### src/rtl/core/mtf_pkg.sv
`timescale 1ns / 1ps

package mtf_pkg;

	// Alphabet and datapath widths
	localparam int ALPHABET_SIZE = 256;
	localparam int SYM_W         = 8;

	// Cells are OR-reduced in groups, then across groups
	localparam int GRP_SIZE = 16;
	localparam int NUM_GRPS = (ALPHABET_SIZE + GRP_SIZE - 1) / GRP_SIZE;

	// Configuration space
	localparam int PADDR_W = 3;
	localparam int PDATA_W = 32;
	localparam logic [PADDR_W-3:0] REG_DECODE_MODE = 1'b0;

	// Controller to datapath commands
	typedef struct packed {
		logic load;    // capture item, restore identity order on block start
		logic match;   // per-cell compare
		logic reduce;  // per-group OR reduction
		logic select;  // cross-group OR reduction
		logic commit;  // move to front and load the output register
	} mtf_cmd_t;

	// Datapath to controller status
	typedef struct packed {
		logic out_stall;  // output register full and not taken this cycle
	} mtf_status_t;

endpackage

### src/rtl/core/mtf_ctrl.sv
`timescale 1ns / 1ps

module mtf_ctrl (
	input  logic                 clk,
	input  logic                 arst_n,
	input  logic                 in_valid,
	output logic                 in_ready,
	output mtf_pkg::mtf_cmd_t    cmd,
	input  mtf_pkg::mtf_status_t status
);

	typedef enum logic [4:0] {
		ST_IDLE   = 5'b00001,
		ST_MATCH  = 5'b00010,
		ST_REDUCE = 5'b00100,
		ST_SELECT = 5'b01000,
		ST_SHIFT  = 5'b10000
	} state_t;

	state_t state_q;
	state_t state_d;

	assign in_ready = (state_q == ST_IDLE);

	// Next state and commands
	always_comb begin
		state_d    = state_q;
		cmd        = '0;
		unique case (state_q)
			ST_IDLE: begin
				if (in_valid) begin
					cmd.load = 1'b1;
					state_d  = ST_MATCH;
				end
			end
			ST_MATCH: begin
				cmd.match = 1'b1;
				state_d   = ST_REDUCE;
			end
			ST_REDUCE: begin
				cmd.reduce = 1'b1;
				state_d    = ST_SELECT;
			end
			ST_SELECT: begin
				cmd.select = 1'b1;
				state_d    = ST_SHIFT;
			end
			ST_SHIFT: begin
				// hold until the output register has room
				if (!status.out_stall) begin
					cmd.commit = 1'b1;
					state_d    = ST_IDLE;
				end
			end
			default: begin
				state_d = ST_IDLE;
			end
		endcase
	end

	always_ff @(posedge clk or negedge arst_n) begin
		if (!arst_n) begin
			state_q <= ST_IDLE;
		end else begin
			state_q <= state_d;
		end
	end

endmodule

### config.mk
export PLATFORM = sky130hd
export DESIGN_NAME = mtf_ctrl
export DESIGN_NICKNAME = d
export VERILOG_FILES = /design/src/rtl/core/mtf_pkg.sv /design/src/rtl/core/mtf_ctrl.sv
export SDC_FILE = /design/constraint.sdc
export NUM_CORES = 1
export LEC_CHECK = 0
export BUFFER_PORTS_ARGS = -buffer_cell sky130_fd_sc_hd__buf_2
export CAP_MARGIN = 20
export CORE_AREA = 3 3 40 42
export DETAILED_ROUTE_END_ITERATION = 7
export DIE_AREA = 0 0 43 45
export PLACE_DENSITY = 0.53
export SETUP_SLACK_MARGIN = 0.05
export SLEW_MARGIN = 20
export SYNTH_ARGS = -nofsm -noshare
export SYNTH_HDL_FRONTEND = slang
export SYNTH_SLANG_ARGS = --single-unit
### constraint.sdc
create_clock -name clk -period 3.98 [get_ports clk]
set_input_delay 0.796 -clock clk [delete_from_list [all_inputs] [get_ports clk]]
set_output_delay 0.796 -clock clk [all_outputs]
set_load 0.03 [all_outputs]
-- After elaboration in Yosys (flattened, before gate mapping)
Index checks and enable logic that the tools add are counted.
- logic and storage cells: 19
- register bits: 5
- input port bits: 4
- output and inout bits: 6
- reductions and logical operators: 1
- equal/unequal tests: 7
- muxes and demuxes: 10
- operators with widths (operator ; number):
    $pmux W5 S5 ; 1
    $mux W5 ; 2
    $mux W1 ; 7
    $eq A5 B1 Y1 const B ; 1
    $eq A5 B2 Y1 const B ; 1
    $eq A5 B3 Y1 const B ; 1
    $eq A5 B4 Y1 const B ; 1
    $eq A5 B5 Y1 const B ; 1
    $ne A2 B2 Y1 const B ; 2
    $reduce_and A2 Y1 ; 1

-- Logic depth before layout (Yosys ltp)
- word-level depth: 3
- gate-level depth with buffers: 4
- depth with buffers taken out: 3

-- Worst setup path before layout
Ideal clock, no wire load.
- path kind: register to output
- start point: register state_q[3]
- end point: output port cmd[3] (netlist bit)
- setup slack: 1.597 ns
- data arrival time: 1.587 ns
- data required time: 3.184 ns
- path buffers: 1
- stages on the path, launching flop included: 4
- cell sequence: dfrtp_1 > or3_1 > buf_6 > nor3_1
- RTL lines (element ; line ; RTL):
    start, declared ; mtf_ctrl.sv:20 ; state_t state_q;
    start signal, assigned ; mtf_ctrl.sv:65 ; state_q <= state_d;
    end, declared ; mtf_ctrl.sv:8 ; output mtf_pkg::mtf_cmd_t cmd,

-- Worst setup path after layout
- start point: register state_q[3]
- end point: output port in_ready
- word-level cells in the longest chain between the ends: 1
- RTL lines (element ; line ; RTL):
    $eq A5 B1 Y1 ; mtf_ctrl.sv:23 ; assign in_ready = (state_q == ST_IDLE);
    end, declared ; mtf_ctrl.sv:7 ; output logic in_ready,
Every way passes these cells.

==> metrics.txt <==
ANT nets after route=0; Vias=260; Yosys warning count=0; Reg clk slew, reported paths=0.04 ns; CTS max path bufs=2; FF-to-FF setup slack=2.71 ns; Area growth syn-to-layout=23.6%; status=complete, no violations; Register-to-Register Path Depth=3; DIE WIDTH=43 um; Top Registers=state_q (5); top post-synthesis cells by area=dfrtp_1 33%, dfstp_2 8.7%, nor3_1 5.0%; antenna violations before repair=0; post-synthesis cell type count=20; placed inst area=348 sq um; CP max stage cell=or3_1; # nets final=47; Least-Margin Pin Slew=0.271 ns; DP Wirelength=477 um; most frequent cells in the layout=9 x buf_2, 4 x dfrtp_1, 3 x nor3_1, 3 x nor2_1, 3 x clkbuf_4; Pwr Total=0.229 mW; Layout Cell Area excl Fill=374 sq um; Die Span Y=45 um; setup ws final=1.59 ns; Synth Instances=31; Fin Setup TNS=0 ns; Compound-Gate Fraction of Synth Area=11.6%; pwr dens=611 nW/um^2; Total GRT Usage=6.69%; cell taking the most area after synthesis=dfrtp_1; commonest non-fill, non-tap cell in the layout=buf_2; vias in the first global route=243; worst vdd ir=195 uV; worst r2r dst=state_q[0]; Net Count, Synth=35; max reg flops=5; Num CTS Buffers=3; clock root buffer=clkbuf_4; GRT busiest layer=met2; first-pass GRT wire length=945 um; Worst path max stage delay=0.51 ns; vias per inst=4.56; maxcap violations=0; Required @ worst endpoint=3.18 ns; Core ar.=1280 sq um; worst skew pair latency=0.23 ns; RSZ-0062 raised after global routing=no; register area share after synthesis=41.7%; post-CTS repair timing setup buffer count=0; Reg with most FFs=state_q; adder-cell area share of the yosys netlist=0%; delay-heaviest family, CP=simple AND/OR/NAND/NOR gates; hold_buf cts=0; post-synthesis mux area share=3.72%; Mean Syn Cell Area=9.77 sq um; Buf+Inv Stages, Crit Path=1; Sink Count=5; P_leak=0.163 nW; pin count of the biggest net entering global routing=9; crit path time final=2.39 ns; crit path launch type=register; CTS tree=yes; Pre-Repair DR Iteration Count=3; FMAX=0.418 GHz; drc violations=0; Rel. slew slack=81.8%; hold slack=0.367 ns; worst setup path class=register to primary output; total I/O pin count=10; met1 usage=8.07%; # rows=13; Avg WL per Cell=10.2 um; Setup crit end kind=primary output; grt met2 use=10.2%; die area=1940 sq um; Min-Delay Path Class=input pin to async pin; Yosys top cell area share=33.1%; initial DRC count=1; pre-CTS WS=1.82 ns; share of layout cells above drive strength 1=38.1%; Yosys reg bits=5; r2r startpoint=state_q[3]; Crit path arrival time=1.59 ns; max-slew violation count=0; CP cell instances=or3_1 > nor3b_2 > buf_2; PortBufs=9; post-cts repair resize count=0; CP Max Fanout=7; setup violators final=0; routed wire length=579 um; largest family of logic cells by synthesized area=simple AND/OR/NAND/NOR gates; met3 Use GR=1.59%; # diodes=0; Post-Synth XOR/XNOR Area=0%; final hold violations=0; global route overflow=0; initial core utilization=23.6%; crit share post-route=60.0%; synthesized area=303 sq um; post-route clock skew=0.000285 ns; routability congestion estimate=0.582; H-tree depth=1; post-synthesis simple-gate area fraction=34.3%
## metrics by stage
stage | util [%] | cells
floorplan | - | 31
finish | 29.1 | 57
global placement | 27.1 | 53
CTS | 29.1 | 57
detailed placement | 27.1 | 53
global route | 29.1 | 57
## cell usage after synthesis
| master | instances |
|---|---|
| a21oi_1 | 1 |
| a311oi_1 | 1 |
| buf_4 | 1 |
| buf_6 | 1 |
| dfrtp_1 | 4 |
| dfstp_2 | 1 |
| inv_1 | 2 |
| mux2_1 | 1 |
| nand2_1 | 1 |
| nand2b_1 | 1 |
| nand3b_1 | 2 |
| nor2_1 | 3 |
| nor3_1 | 3 |
| nor3b_2 | 1 |
| nor4_1 | 2 |
| nor4b_2 | 1 |
| o21a_1 | 1 |
| o21ai_1 | 1 |
| o21ai_2 | 1 |
| or3_1 | 2 |
## where the power goes
| part | switching, mW | leakage, nW | internal (mW) |
|---|---|---|---|
| Sequential | 0.0175 | 0.0650 | 0.0640 |
| Clock | 0.0184 | 0.0150 | 0.0377 |
| Combinational | 0.0587 | 0.0831 | 0.0324 |
| Total | 0.0946 | 0.163 | 0.134 |
## per-layer routing
metal,share of wire [%],wire (um)
met5,0,0
met2,49,285
met4,0,0
met3,5.5,32
met1,45,261
## worst max-delay path by stage
| stage | from | end | cells past startpoint |
|---|---|---|---|
| 4_1_cts | state_q[3] | in_ready | 3 |
| 2_1_floorplan | state_q[3] | cmd[3] | 3 |
| 3_5_place_dp | status | cmd[0] | 3 |
| 6_report | state_q[3] | in_ready | 3 |
| 5_1_grt | state_q[3] | in_ready | 3 |
| 3_3_place_gp | status | cmd[0] | 3 |
## cells by family (layout without fill, tap and decap cells)
logic type	count (synthesis)	count (layout)
mux	1	1
buf+inv	4	15
compound gates	5	5
flops	5	5
simple gates	16	16
## final cells by class
cell class              count  area [sq um]
clock buffers               4          26.3
fillers                   150           911
well taps                  15          18.8
multi-input cells          22           150
inverters                   2          7.51
flip-flops and latches      5           126
repair buffers              9          45.0
Power figures use the tool's default switching activity.
